===== src/uslf_pkg.sv =====
`timescale 1ns / 1ps
// ----------------------------------------------------------------------------
// uslf_pkg: shared types and constants for the UDP sender lock filter
// Field widths, command and status codes, TS slicing constants, and the
// structs passed between the filter core and the payload slicer.
// ----------------------------------------------------------------------------
package uslf_pkg;

  // Defaults for the top-level parameters
  localparam int TABLE_DEPTH_DEF  = 8;
  localparam int MAX_DATAGRAM_DEF = 1460;

  // At most this many senders come out of one list command
  localparam int MAX_LIST = 8;

  // Field widths
  localparam int CMD_W    = 3;
  localparam int ADDR_W   = 32;
  localparam int PORT_W   = 16;
  localparam int LEN_W    = 11;
  localparam int BYTE_W   = 8;
  localparam int EXT_W    = 16;
  localparam int TIME_W   = 32;
  localparam int STATUS_W = 4;
  localparam int OFF_W    = 19;
  localparam int PKTCNT_W = 3;
  localparam int TRAIL_W  = 8;

  // RTP / TS framing
  localparam int RTP_HDR_BYTES     = 12;
  localparam int RTP_EXT_HDR_BYTES = 4;
  localparam int RTP_EXT_BIT       = 4;
  localparam int EXT_MIN_LEN       = RTP_HDR_BYTES + RTP_EXT_HDR_BYTES;
  localparam int TS_PKT_BYTES      = 188;

  // Divide by 188 via reciprocal; exact for every 11-bit dividend
  localparam int DIV_SHIFT = 20;
  localparam int DIV_RECIP = (2 ** DIV_SHIFT + TS_PKT_BYTES - 1) / TS_PKT_BYTES;
  localparam int RECIP_W   = $clog2(DIV_RECIP + 1);
  localparam int PROD_W    = LEN_W + RECIP_W;
  localparam int QUO_W     = $clog2((2 ** LEN_W) / TS_PKT_BYTES + 1);

  // Command codes
  localparam logic [CMD_W-1:0] CMD_DATAGRAM = 3'd0;
  localparam logic [CMD_W-1:0] CMD_SET      = 3'd1;
  localparam logic [CMD_W-1:0] CMD_CLEAR    = 3'd2;
  localparam logic [CMD_W-1:0] CMD_QUERY    = 3'd3;
  localparam logic [CMD_W-1:0] CMD_LIST     = 3'd4;

  // Status codes
  localparam logic [STATUS_W-1:0] ST_IGNORED    = 4'd0;
  localparam logic [STATUS_W-1:0] ST_FORWARDED  = 4'd1;
  localparam logic [STATUS_W-1:0] ST_NOT_ACTIVE = 4'd2;
  localparam logic [STATUS_W-1:0] ST_SHORT_EXT  = 4'd3;
  localparam logic [STATUS_W-1:0] ST_OK         = 4'd4;
  localparam logic [STATUS_W-1:0] ST_REJECTED   = 4'd5;
  localparam logic [STATUS_W-1:0] ST_NO_SOURCE  = 4'd6;
  localparam logic [STATUS_W-1:0] ST_ENTRY      = 4'd7;
  localparam logic [STATUS_W-1:0] ST_EMPTY      = 4'd8;

  // One sender table word
  typedef struct packed {
    logic [ADDR_W-1:0] addr;
    logic [PORT_W-1:0] port;
    logic [TIME_W-1:0] seen;
  } entry_t;

  // Slicer results toward the core
  typedef struct packed {
    logic [OFF_W-1:0]    offset;
    logic [PKTCNT_W-1:0] count;
    logic [TRAIL_W-1:0]  trailing;
    logic                fmt_err;
    logic                short_ext;
  } slice_t;

  // One result item
  typedef struct packed {
    logic [STATUS_W-1:0] status;
    logic [OFF_W-1:0]    offset;
    logic [PKTCNT_W-1:0] count;
    logic [TRAIL_W-1:0]  trailing;
    logic                fmt_err;
    logic [ADDR_W-1:0]   addr;
    logic [PORT_W-1:0]   port;
    logic [TIME_W-1:0]   seen;
    logic                known;
    logic                last;
  } result_t;

  // Core sequencer states
  typedef enum logic [2:0] {
    S_IDLE,
    S_SCAN,
    S_UPDATE,
    S_RESULT,
    S_LIST_RD,
    S_LIST_OUT
  } state_t;

endpackage


===== src/uslf_slicer.sv =====
`timescale 1ns / 1ps
// ----------------------------------------------------------------------------
// uslf_slicer: RTP skip and TS packet slicing
// Two-stage arithmetic on a held datagram header: payload offset, whole
// 188-byte packet count, trailing bytes and boundary error.
// ----------------------------------------------------------------------------
module uslf_slicer (
  input  logic                            clk,
  input  logic                            rtp_enable,
  input  logic [uslf_pkg::LEN_W-1:0]      length,
  input  logic                            ext_flag,
  input  logic [uslf_pkg::EXT_W-1:0]      ext_words,
  output uslf_pkg::slice_t                slice
);

  logic [uslf_pkg::OFF_W-1:0]  off_c;
  logic                        short_c;
  logic                        gt_c;
  logic                        eq_c;
  logic [uslf_pkg::LEN_W-1:0]  diff_c;
  logic [uslf_pkg::PROD_W-1:0] prod_c;

  logic [uslf_pkg::OFF_W-1:0]  off_r;
  logic                        short_r;
  logic                        gt_r;
  logic                        eq_r;
  logic [uslf_pkg::LEN_W-1:0]  diff_r;
  logic [uslf_pkg::QUO_W-1:0]  quo_r;

  logic [uslf_pkg::LEN_W-1:0]  end_part;
  logic [uslf_pkg::LEN_W-1:0]  rem;

  // Stage 1: offset, compare, reciprocal multiply
  always_comb begin
    off_c = '0;
    if (rtp_enable) begin
      off_c = uslf_pkg::OFF_W'(uslf_pkg::RTP_HDR_BYTES);
      if (ext_flag) begin
        off_c = off_c + uslf_pkg::OFF_W'({ext_words, 2'b00})
              + uslf_pkg::OFF_W'(uslf_pkg::RTP_EXT_HDR_BYTES);
      end
    end
  end

  assign short_c = rtp_enable && ext_flag
                && (length < uslf_pkg::LEN_W'(uslf_pkg::EXT_MIN_LEN));
  assign gt_c    = uslf_pkg::OFF_W'(length) > off_c;
  assign eq_c    = uslf_pkg::OFF_W'(length) == off_c;
  // Only meaningful when the offset lies below the length
  assign diff_c  = length - off_c[uslf_pkg::LEN_W-1:0];
  assign prod_c  = uslf_pkg::PROD_W'(diff_c) * uslf_pkg::PROD_W'(uslf_pkg::DIV_RECIP);

  always_ff @(posedge clk) begin
    off_r   <= off_c;
    short_r <= short_c;
    gt_r    <= gt_c;
    eq_r    <= eq_c;
    diff_r  <= diff_c;
    quo_r   <= prod_c[uslf_pkg::DIV_SHIFT +: uslf_pkg::QUO_W];
  end

  // Stage 2: remainder
  assign end_part = uslf_pkg::LEN_W'(quo_r) * uslf_pkg::LEN_W'(uslf_pkg::TS_PKT_BYTES);
  assign rem      = diff_r - end_part;

  always_comb begin
    slice.offset    = off_r;
    slice.short_ext = short_r;
    if (gt_r) begin
      slice.count    = quo_r[uslf_pkg::PKTCNT_W-1:0];
      slice.trailing = rem[uslf_pkg::TRAIL_W-1:0];
      slice.fmt_err  = (rem != '0);
    end else begin
      // Offset at or past the end: nothing sliced
      slice.count    = '0;
      slice.trailing = '0;
      slice.fmt_err  = !eq_r;
    end
  end

endmodule


===== src/udp_sender_lock_filter_core.sv =====
`timescale 1ns / 1ps
// ----------------------------------------------------------------------------
// udp_sender_lock_filter_core: UDP sender table and source lock filter
// Tracks datagram senders in a small ring memory, holds a source lock, and
// slices forwarded datagrams into TS packets; commands manage the lock and the table.
// ----------------------------------------------------------------------------
// Sequence: an item is taken only in idle. Datagram and set scan the table (a hit
//   ends the scan early) and then update it; query scans only; clear, reject
//   and ignored go straight to the result; list reads and sends each entry in
//   turn, at most MAX_LIST of them. A new item is not taken until the last result has been loaded.
// Reset: synchronous; clears lock, fill count, ring pointer and rtp_enable.
//   Table memory is not cleared: only entries below the fill count are read.
// ----------------------------------------------------------------------------
module udp_sender_lock_filter_core #(
  parameter int TABLE_DEPTH  = uslf_pkg::TABLE_DEPTH_DEF,
  parameter int MAX_DATAGRAM = uslf_pkg::MAX_DATAGRAM_DEF
) (
  input  logic                               clk,
  input  logic                               rst,
  // configuration write channel
  input  logic                               cfg_valid,
  output logic                               cfg_ready,
  input  logic                               cfg_data,
  // input items
  input  logic                               in_valid,
  output logic                               in_ready,
  input  logic [uslf_pkg::CMD_W-1:0]         command,
  input  logic [uslf_pkg::ADDR_W-1:0]        src_addr,
  input  logic [uslf_pkg::PORT_W-1:0]        src_port,
  input  logic [uslf_pkg::LEN_W-1:0]         length,
  input  logic [uslf_pkg::BYTE_W-1:0]        rtp_first_byte,
  input  logic [uslf_pkg::EXT_W-1:0]         ext_length_words,
  input  logic [uslf_pkg::TIME_W-1:0]        now_seconds,
  // result items
  output logic                               out_valid,
  input  logic                               out_ready,
  output logic [uslf_pkg::STATUS_W-1:0]      status,
  output logic [uslf_pkg::OFF_W-1:0]         payload_offset,
  output logic [uslf_pkg::PKTCNT_W-1:0]      packet_count,
  output logic [uslf_pkg::TRAIL_W-1:0]       trailing_bytes,
  output logic                               format_error,
  output logic [uslf_pkg::ADDR_W-1:0]        entry_addr,
  output logic [uslf_pkg::PORT_W-1:0]        entry_port,
  output logic [uslf_pkg::TIME_W-1:0]        entry_last_seen,
  output logic                               entry_seen_known,
  output logic                               last_result
);

  localparam int IDX_W = (TABLE_DEPTH > 1) ? $clog2(TABLE_DEPTH) : 1;
  localparam int CNT_W = $clog2(TABLE_DEPTH + 1);

  // ---------------------------------------------------------------------------
  // State
  // ---------------------------------------------------------------------------
  uslf_pkg::state_t state, state_next;

  logic                          rtp_enable;
  logic [CNT_W-1:0]              entry_count;
  logic [IDX_W-1:0]              oldest_slot;
  logic                          lock_valid;
  logic [uslf_pkg::ADDR_W-1:0]   lock_addr;
  logic [uslf_pkg::PORT_W-1:0]   lock_port;

  // Held item
  logic [uslf_pkg::CMD_W-1:0]    cmd_r;
  logic [uslf_pkg::ADDR_W-1:0]   key_addr;
  logic [uslf_pkg::PORT_W-1:0]   key_port;
  logic [uslf_pkg::LEN_W-1:0]    len_r;
  logic                          ext_flag_r;
  logic [uslf_pkg::EXT_W-1:0]    ext_words_r;
  logic [uslf_pkg::TIME_W-1:0]   now_r;
  logic                          scan_en;

  // Scan / list walk
  logic [CNT_W-1:0]              k_issue;
  logic                          rd_pending;
  logic [IDX_W-1:0]              rd_slot;
  logic                          found;
  logic [IDX_W-1:0]              found_slot;
  logic [uslf_pkg::TIME_W-1:0]   found_seen;

  // Sender table: one write port, one registered read port
  uslf_pkg::entry_t              tbl_mem [TABLE_DEPTH];
  uslf_pkg::entry_t              rd_data;
  uslf_pkg::entry_t              wr_data;
  logic                          mem_re;
  logic                          mem_we;
  logic [IDX_W-1:0]              mem_rd_idx;
  logic [IDX_W-1:0]              mem_wr_idx;

  // Output register
  uslf_pkg::result_t             out_r;
  uslf_pkg::result_t             res_next;
  logic                          out_vld;

  // Control
  logic                          in_fire;
  logic                          out_free;
  logic                          load_out;
  logic                          scan_issue;
  logic                          scan_more;
  logic                          key_hit;
  logic                          do_update;
  logic                          do_refresh;
  logic                          list_step;
  logic                          list_last;
  logic                          table_full;
  logic [IDX_W-1:0]              issue_slot;
  logic [IDX_W-1:0]              ins_slot;
  logic [uslf_pkg::LEN_W-1:0]    len_clamped;
  uslf_pkg::slice_t              slice;

  // Ring position base + k, both below TABLE_DEPTH
  function automatic logic [IDX_W-1:0] ring_slot(input logic [IDX_W-1:0] base,
                                                 input logic [IDX_W-1:0] k);
    logic [IDX_W:0] s;
    s = {1'b0, base} + {1'b0, k};
    if (s >= (IDX_W + 1)'(TABLE_DEPTH)) begin
      s = s - (IDX_W + 1)'(TABLE_DEPTH);
    end
    return s[IDX_W-1:0];
  endfunction

  // ---------------------------------------------------------------------------
  // Payload slicer, registered after its stage 1, works off the header held at accept
  // ---------------------------------------------------------------------------
  uslf_slicer u_slicer (
    .clk        (clk),
    .rtp_enable (rtp_enable),
    .length     (len_r),
    .ext_flag   (ext_flag_r),
    .ext_words  (ext_words_r),
    .slice      (slice)
  );

  // ---------------------------------------------------------------------------
  // Datapath helpers
  // ---------------------------------------------------------------------------
  assign cfg_ready = 1'b1;
  assign in_fire   = in_valid && in_ready;
  assign out_free  = !out_vld || out_ready;

  // Oversize datagrams are taken as the maximum size
  assign len_clamped = (32'(length) > 32'(MAX_DATAGRAM)) ? uslf_pkg::LEN_W'(MAX_DATAGRAM)
                                                         : length;

  assign table_full = (entry_count == CNT_W'(TABLE_DEPTH));
  assign scan_more  = scan_en && (k_issue < entry_count);
  assign issue_slot = ring_slot(oldest_slot, k_issue[IDX_W-1:0]);
  assign key_hit    = rd_pending && (rd_data.addr == key_addr) && (rd_data.port == key_port);

  // Refresh target: the matching slot, else evict oldest when full, else append
  assign ins_slot = found      ? found_slot :
                    table_full ? oldest_slot :
                                 ring_slot(oldest_slot, entry_count[IDX_W-1:0]);

  // Datagrams from the unknown address 0 never enter the table
  assign do_refresh = (cmd_r == uslf_pkg::CMD_DATAGRAM) ? (key_addr != '0)
                                                        : (cmd_r == uslf_pkg::CMD_SET);

  assign list_last = (32'(k_issue) + 32'd1 == 32'(entry_count))
                  || (32'(k_issue) + 32'd1 == 32'(uslf_pkg::MAX_LIST));

  assign wr_data.addr = key_addr;
  assign wr_data.port = key_port;
  assign wr_data.seen = now_r;

  // ---------------------------------------------------------------------------
  // Sequencer: next state
  // ---------------------------------------------------------------------------
  always_comb begin
    state_next = state;
    case (state)
      uslf_pkg::S_IDLE: begin
        if (in_valid) begin
          case (command)
            uslf_pkg::CMD_DATAGRAM: begin
              state_next = (length == '0) ? uslf_pkg::S_RESULT : uslf_pkg::S_SCAN;
            end
            uslf_pkg::CMD_SET: begin
              state_next = (src_addr == '0 || src_port == '0) ? uslf_pkg::S_RESULT
                                                              : uslf_pkg::S_SCAN;
            end
            uslf_pkg::CMD_QUERY: begin
              state_next = lock_valid ? uslf_pkg::S_SCAN : uslf_pkg::S_RESULT;
            end
            uslf_pkg::CMD_LIST: begin
              state_next = (entry_count != '0) ? uslf_pkg::S_LIST_RD : uslf_pkg::S_RESULT;
            end
            default: begin
              state_next = uslf_pkg::S_RESULT;
            end
          endcase
        end
      end
      uslf_pkg::S_SCAN: begin
        if (key_hit || !scan_more) begin
          state_next = (cmd_r == uslf_pkg::CMD_QUERY) ? uslf_pkg::S_RESULT
                                                      : uslf_pkg::S_UPDATE;
        end
      end
      uslf_pkg::S_UPDATE: begin
        state_next = uslf_pkg::S_RESULT;
      end
      uslf_pkg::S_RESULT: begin
        if (out_free) begin
          state_next = uslf_pkg::S_IDLE;
        end
      end
      uslf_pkg::S_LIST_RD: begin
        state_next = uslf_pkg::S_LIST_OUT;
      end
      uslf_pkg::S_LIST_OUT: begin
        if (out_free) begin
          state_next = list_last ? uslf_pkg::S_IDLE : uslf_pkg::S_LIST_RD;
        end
      end
      default: begin
        state_next = uslf_pkg::S_IDLE;
      end
    endcase
  end

  // ---------------------------------------------------------------------------
  // Sequencer: outputs
  // ---------------------------------------------------------------------------
  always_comb begin
    in_ready   = 1'b0;
    scan_issue = 1'b0;
    mem_re     = 1'b0;
    mem_rd_idx = issue_slot;
    mem_we     = 1'b0;
    mem_wr_idx = ins_slot;
    do_update  = 1'b0;
    load_out   = 1'b0;
    list_step  = 1'b0;
    case (state)
      uslf_pkg::S_IDLE: begin
        in_ready = 1'b1;
      end
      uslf_pkg::S_SCAN: begin
        // Pipelined walk: issue the next read while comparing the last one
        scan_issue = !key_hit && scan_more;
        mem_re     = scan_issue;
      end
      uslf_pkg::S_UPDATE: begin
        do_update = 1'b1;
        mem_we    = do_refresh;
      end
      uslf_pkg::S_RESULT: begin
        load_out = out_free;
      end
      uslf_pkg::S_LIST_RD: begin
        mem_re = 1'b1;
      end
      uslf_pkg::S_LIST_OUT: begin
        load_out  = out_free;
        list_step = out_free && !list_last;
      end
      default: begin
        in_ready = 1'b0;
      end
    endcase
  end

  always_ff @(posedge clk) begin
    if (rst) begin
      state <= uslf_pkg::S_IDLE;
    end else begin
      state <= state_next;
    end
  end

  // ---------------------------------------------------------------------------
  // Sender table memory
  // ---------------------------------------------------------------------------
  always_ff @(posedge clk) begin
    if (mem_we) begin
      tbl_mem[mem_wr_idx] <= wr_data;
    end
    if (mem_re) begin
      rd_data <= tbl_mem[mem_rd_idx];
    end
  end

  // ---------------------------------------------------------------------------
  // Control registers: config, fill count, ring pointer, lock, walk
  // ---------------------------------------------------------------------------
  always_ff @(posedge clk) begin
    if (rst) begin
      rtp_enable  <= 1'b0;
      entry_count <= '0;
      oldest_slot <= '0;
      lock_valid  <= 1'b0;
      lock_addr   <= '0;
      lock_port   <= '0;
      k_issue     <= '0;
      rd_pending  <= 1'b0;
      found       <= 1'b0;
      out_vld     <= 1'b0;
    end else begin
      if (cfg_valid && cfg_ready) begin
        rtp_enable <= cfg_data;
      end

      if (in_fire) begin
        k_issue    <= '0;
        rd_pending <= 1'b0;
        found      <= 1'b0;
        if (command == uslf_pkg::CMD_CLEAR) begin
          lock_valid <= 1'b0;
          lock_addr  <= '0;
          lock_port  <= '0;
        end
      end

      if (state == uslf_pkg::S_SCAN) begin
        rd_pending <= scan_issue;
        if (scan_issue) begin
          k_issue <= k_issue + CNT_W'(1);
        end
        if (key_hit) begin
          found <= 1'b1;
        end
      end

      if (do_update && do_refresh) begin
        // New sender: advance the ring when evicting, else grow the fill count
        if (!found) begin
          if (table_full) begin
            oldest_slot <= (oldest_slot == IDX_W'(TABLE_DEPTH - 1)) ? '0
                                                                   : oldest_slot + IDX_W'(1);
          end else begin
            entry_count <= entry_count + CNT_W'(1);
          end
        end
        // Set always locks; a datagram locks only when no lock is held
        if (cmd_r == uslf_pkg::CMD_SET || !lock_valid) begin
          lock_valid <= 1'b1;
          lock_addr  <= key_addr;
          lock_port  <= key_port;
        end
      end

      if (list_step) begin
        k_issue <= k_issue + CNT_W'(1);
      end

      if (load_out) begin
        out_vld <= 1'b1;
      end else if (out_ready) begin
        out_vld <= 1'b0;
      end
    end
  end

  // ---------------------------------------------------------------------------
  // Payload registers
  // ---------------------------------------------------------------------------
  always_ff @(posedge clk) begin
    if (in_fire) begin
      cmd_r       <= command;
      key_addr    <= (command == uslf_pkg::CMD_QUERY) ? lock_addr : src_addr;
      key_port    <= (command == uslf_pkg::CMD_QUERY) ? lock_port : src_port;
      len_r       <= len_clamped;
      ext_flag_r  <= rtp_first_byte[uslf_pkg::RTP_EXT_BIT];
      ext_words_r <= ext_length_words;
      now_r       <= now_seconds;
      // Query searches for the lock; address 0 datagrams skip the table
      scan_en     <= (command != uslf_pkg::CMD_DATAGRAM) || (src_addr != '0);
    end
    if (state == uslf_pkg::S_SCAN && scan_issue) begin
      rd_slot <= issue_slot;
    end
    if (state == uslf_pkg::S_SCAN && key_hit) begin
      found_slot <= rd_slot;
      found_seen <= rd_data.seen;
    end
    if (load_out) begin
      out_r <= res_next;
    end
  end

  // ---------------------------------------------------------------------------
  // Result formation
  // ---------------------------------------------------------------------------
  always_comb begin
    res_next      = '0;
    res_next.last = 1'b1;
    if (state == uslf_pkg::S_LIST_OUT) begin
      res_next.status = uslf_pkg::ST_ENTRY;
      res_next.addr   = rd_data.addr;
      res_next.port   = rd_data.port;
      res_next.seen   = rd_data.seen;
      res_next.known  = 1'b1;
      res_next.last   = list_last;
    end else begin
      case (cmd_r)
        uslf_pkg::CMD_DATAGRAM: begin
          if (len_r == '0) begin
            res_next.status = uslf_pkg::ST_IGNORED;
          end else if (lock_valid && (lock_addr != key_addr || lock_port != key_port)) begin
            res_next.status = uslf_pkg::ST_NOT_ACTIVE;
          end else if (slice.short_ext) begin
            res_next.status = uslf_pkg::ST_SHORT_EXT;
          end else begin
            res_next.status   = uslf_pkg::ST_FORWARDED;
            res_next.offset   = slice.offset;
            res_next.count    = slice.count;
            res_next.trailing = slice.trailing;
            res_next.fmt_err  = slice.fmt_err;
          end
        end
        uslf_pkg::CMD_SET: begin
          res_next.status = (key_addr == '0 || key_port == '0) ? uslf_pkg::ST_REJECTED
                                                               : uslf_pkg::ST_OK;
        end
        uslf_pkg::CMD_CLEAR: begin
          res_next.status = uslf_pkg::ST_OK;
        end
        uslf_pkg::CMD_QUERY: begin
          if (!lock_valid) begin
            res_next.status = uslf_pkg::ST_NO_SOURCE;
          end else begin
            res_next.status = uslf_pkg::ST_ENTRY;
            res_next.addr   = lock_addr;
            res_next.port   = lock_port;
            res_next.seen   = found ? found_seen : '0;
            res_next.known  = found;
          end
        end
        uslf_pkg::CMD_LIST: begin
          // Only reached with an empty table
          res_next.status = uslf_pkg::ST_EMPTY;
        end
        default: begin
          res_next.status = uslf_pkg::ST_IGNORED;
        end
      endcase
    end
  end

  assign out_valid        = out_vld;
  assign status           = out_r.status;
  assign payload_offset   = out_r.offset;
  assign packet_count     = out_r.count;
  assign trailing_bytes   = out_r.trailing;
  assign format_error     = out_r.fmt_err;
  assign entry_addr       = out_r.addr;
  assign entry_port       = out_r.port;
  assign entry_last_seen  = out_r.seen;
  assign entry_seen_known = out_r.known;
  assign last_result      = out_r.last;

  // ---------------------------------------------------------------------------
  // Assertions
  // ---------------------------------------------------------------------------
  // Fill count never passes the table size
  a_count_bound: assert property (@(posedge clk) disable iff (rst)
    entry_count <= CNT_W'(TABLE_DEPTH))
    else $error("sender table fill count overflow");

  // The ring only rotates once the table is full
  a_ring_full: assert property (@(posedge clk) disable iff (rst)
    (oldest_slot != '0) |-> table_full)
    else $error("ring pointer moved before table filled");

  // A held lock never names the unknown address
  a_lock_addr: assert property (@(posedge clk) disable iff (rst)
    lock_valid |-> (lock_addr != '0))
    else $error("lock held on address 0");

  // A pending non-final result only exists inside a list walk
  a_list_walk: assert property (@(posedge clk) disable iff (rst)
    (out_vld && !out_r.last) |-> (state == uslf_pkg::S_LIST_RD || state == uslf_pkg::S_LIST_OUT))
    else $error("non-final result outside list walk");

endmodule

===== config.mk =====
export PLATFORM = sky130hd
export DESIGN_NAME = udp_sender_lock_filter_core
export DESIGN_NICKNAME = d
export VERILOG_FILES = /design/src/uslf_pkg.sv /design/src/uslf_slicer.sv /design/src/udp_sender_lock_filter_core.sv
export SDC_FILE = /design/constraint.sdc
export NUM_CORES = 2
export LEC_CHECK = 0
export ABC_AREA = 1
export BUFFER_PORTS_ARGS = -buffer_cell sky130_fd_sc_hd__buf_2
export CAP_MARGIN = 10
export CORE_ASPECT_RATIO = 1.25
export CORE_MARGIN = 2
export CORE_UTILIZATION = 60
export CTS_CLUSTER_SIZE = 24
export DETAILED_ROUTE_END_ITERATION = 8
export GPL_TIMING_DRIVEN = 0
export PLACE_DENSITY_LB_ADDON = 0.12
export SYNTH_ARGS = -nofsm -noshare
export SYNTH_HDL_FRONTEND = slang
export SYNTH_SLANG_ARGS = --single-unit

===== constraint.sdc =====
create_clock -name clk -period 14.9 [get_ports clk]
set_input_delay 1.49 -clock clk [delete_from_list [all_inputs] [get_ports clk]]
set_output_delay 1.49 -clock clk [all_outputs]
set_load 0.01 [all_outputs]

==> summary.txt <==
Global route
  – Global-route usage over all layers: 0.3288
  – Initial antenna violation count: 3
  – Vias in the first global route: around 32000
  – First-pass GRT wire length: just under 200000 um
  – Largest net degree at the start of global routing: 46
  – GR Overflow Total: 0

Synthesis
  – Most frequent cell after synthesis: edfxtp_1
  – Yosys cell types: 50
  – Mapped cell area: 46750 um2
  – Post-synthesis async set-or-reset flop share: 0
  – Synth warn: 0
  – Top_reg_cell synth: edfxtp_1
  – Synth area leader: edfxtp_1
  – Most instantiated cells after synthesis: 985 x edfxtp_1, 499 x nor2_1, 488 x nand2_1
  – Synth top area share: 0.6326
  – Main area contributors after synthesis: edfxtp_1 63%, o21ai_0 5.2%, dfxtp_1 4.4%
  – Syn_area_per_cell: 11.93 um2
  – Seq/Total Area, Yosys: 0.6763
  – Post-synth EDFFs: 985
  – Flops & latches, synth: around 1100
  – Mapped Cells: 3918

Finish
  – Proportion of layout cells with a drive suffix above 1: 0.1291
  – Nets: 4574
  – Filler instances: between 5000 and 6000
  – Storage element area: 31620 um2
  – Area occupied by multi-input gates: 13010 um2
  – Area delta synth->final: 15.02%

STA
  – Final Max Slew Viols: 0
  – Max-slew headroom: 0.1817
  – Clock skew: 0.03639 ns
  – Final min period: 7.169 ns
  – Final worst-path cycle share: 0.4811
  – TNS Setup: 0 ns
  – RSZ-0062 raised after global routing: no
  – Fmax: 0.1395 GHz
  – Worst Tran Pin Value: roughly 1.2 ns
  – Final hold vios: 0
  – Setup-failing EPs final: 0

Clock network
  – Hold-fix buffers at CTS: 0
  – Clock Path Buffers: 3
  – Num CTS Buffers: 103
  – TritonCTS clock tree: built
  – Gates resized, CTS repair: 0
  – CTS sink cnt: 1087
  – Clock tree root driver cell: clkbuf_16
  – H-tree levels: 3
  – Clock slew at reported path FFs: 0.07 ns
  – Worst-Skew Late Latency: 0.69 ns
  – Post-CTS setup buffer count: 0

Detailed routing
  – DRT met1 WL: 47540 um
  – DRT iter0 DRCs: 3608
  – Routed Antenna Nets: 0
  – Met2 wire length: 62850 um
  – # DRC: 0
  – Wire per inst: 24.34 um
  – Met3 wire length: around 13000 um
  – Uppermost layer routed: met5
  – DRT Wirelength: roughly 130000 um
  – Via Count: 32520
  – Pre-Repair DR Iteration Count: 8
  – DR vias/cell: 5.991

Die
  – Standard-cell rows: around 110
  – Core Region: 77310 um2
  – IO Pins: 244
  – Die ar.: around 80000 um2
  – Initial Utilization: 0.6048
  – Die W: roughly 250 um
  – DIE HEIGHT: between 300 and 400 um

Critical path
  – Critical Path RT: 15.47 ns
  – CP max FO: 7
  – Crit end category: flip-flop
  – WS Path Type: flip-flop to flip-flop
  – Critical Path Source: ext_flag_r
  – Reg-to-Reg Start: ext_flag_r
  – R2r worst-path depth: 26
  – Crit start category: flip-flop
  – Arr. time, crit path: just under 8 ns

Power
  – Total power: 9.888 mW
  – Power per cell area: 183.9 nW/um2
  – Maximum vdd ir drop: 0.3039 mV
  – Leak pwr: 19.79 nW

Min path
  – Hold Path Depth: 0
  – Hold wc startpoint: rd_slot[0]
  – Worst Hold Class: flip-flop to flip-flop

Outcome
  – Status: completed

Placement
  – DP HPWL: 90110 um
  – IO buf count: approximately 230
  – RD Place Congestion: 0.9763

Flow run
  – Max Cap Violations: 0
stage by stage:
step	utilization	instances	setup slack, ns	instance area (um2)	hold slack, ns
2_1_floorplan	-	3919	7.085	46760	0.4003
3_3_place_gp	0.6367	5195	0.8572	49230	0.4016
3_5_place_dp	0.6494	5234	7.718	50200	0.4045
4_1_cts	0.6956	5427	7.680	53770	0.4198
5_1_grt	0.6956	5427	7.369	53770	0.4276
6_report	0.6956	5428	7.731	53780	0.4206
state kept, by name (all words and copies together) (netlist names), 11 cells and up:
| register | cells |
|---|---|
| tbl_mem | 640 |
| rd_data | 80 |
| entry_addr | 32 |
| entry_last_seen | 32 |
| found_seen | 32 |
| key_addr | 32 |
| lock_addr | 32 |
| now_r | 32 |
| payload_offset | 17 |
| u_slicer.off_r | 17 |
| entry_port | 16 |
| ext_words_r | 16 |
| key_port | 16 |
| lock_port | 16 |
| len_r | 11 |
| u_slicer.diff_r | 11 |
cell usage in the layout (no fill, tap or decap), types with 13 or more instances in the layout:
master,n
edfxtp_1,985
nor2_1,488
nand2_1,487
o21ai_0,485
inv_1,359
buf_2,266
clkbuf_1,140
ha_1,112
clkbuf_16,106
dfxtp_1,102
nand3_1,88
o22ai_1,81
o221ai_1,80
o21a_1,80
a21oi_1,49
a21oi_2,47
nand4_1,44
fa_1,43
xnor2_1,33
o21ai_1,31
buf_12,25
xor2_1,23
nor3_1,22
clkinv_1,20
clkinv_2,17
bufinv_16,16
buf_16,14
o31ai_1,13
where the power goes:
group	switching [mW]	internal, mW
combinational	2.16	1.29
clock	1.15	1.62
sequential	0.145	3.54
total	3.45	6.44
logic make-up (layout without fill, tap and decap cells):
logic type	count (synthesis)	in the layout	share of synthesized area
AO/OA/AOI/OAI	889	889	0.1140
XOR/XNOR	57	57	0.01084
adder cells (fa/ha/maj)	155	155	0.04838
buffers and inverters	549	1013	0.04739
flip-flops	1087	1087	0.6763
multiplexers	5	5	0.001204
other	2	4	0.0001606
AND/OR/NAND/NOR	1174	1174	0.1017
worst paths after layout:
| kind | slack (ns) | to |
|---|---|---|
| worst max-delay path | 7.73 | u_slicer.quo_r[3] |
| worst min-delay path | 0.42 | found_slot[0] |
| worst max register to register | 7.73 | u_slicer.quo_r[3] |
| worst min register to register | 0.42 | found_slot[0] |
layout make-up:
cell class / count / area share
antenna: 1 / 0.00004653
sequential: 1087 / 0.5880
clock buffer: 129 / 0.05223
multi-input combinational: 2283 / 0.2420
tap: 1044 / 0.02429
inverter: 367 / 0.02562
clock inverter: 64 / 0.01417
buffer: 182 / 0.01559
timing repair buffer: 271 / 0.03807
metal layers:
metal / global-route usage / vias up
li1: - / 14620
met1: 0.4103 / 15630
met2: 0.5400 / 1846
met3: 0.06239 / 416
met4: 0.1929 / 4
met5: 0 / -
critical path, stage by stage (launching register included):
cell and delay (ns):
edfxtp_1 0.39, inv_1 0.06, o21ai_0 0.72, ha_1 0.44
a21oi_2 0.17, nand2_1 0.13, a211oi_1 0.35, o21ai_1 0.16
xor2_1 0.73, nand2_1 0.23, nand2_1 0.13, inv_1 0.07
ha_1 0.27, inv_1 0.04, fa_1 0.50, fa_1 0.43
fa_1 0.49, inv_1 0.04, ha_1 0.27, ha_1 0.31
a21oi_1 0.20, o21ai_0 0.10, a21oi_1 0.18, nand2_1 0.07
a31oi_1 0.34, nand3b_1 0.16, nand2_1 0.05
No activity file was read; power rests on OpenSTA's default activity.
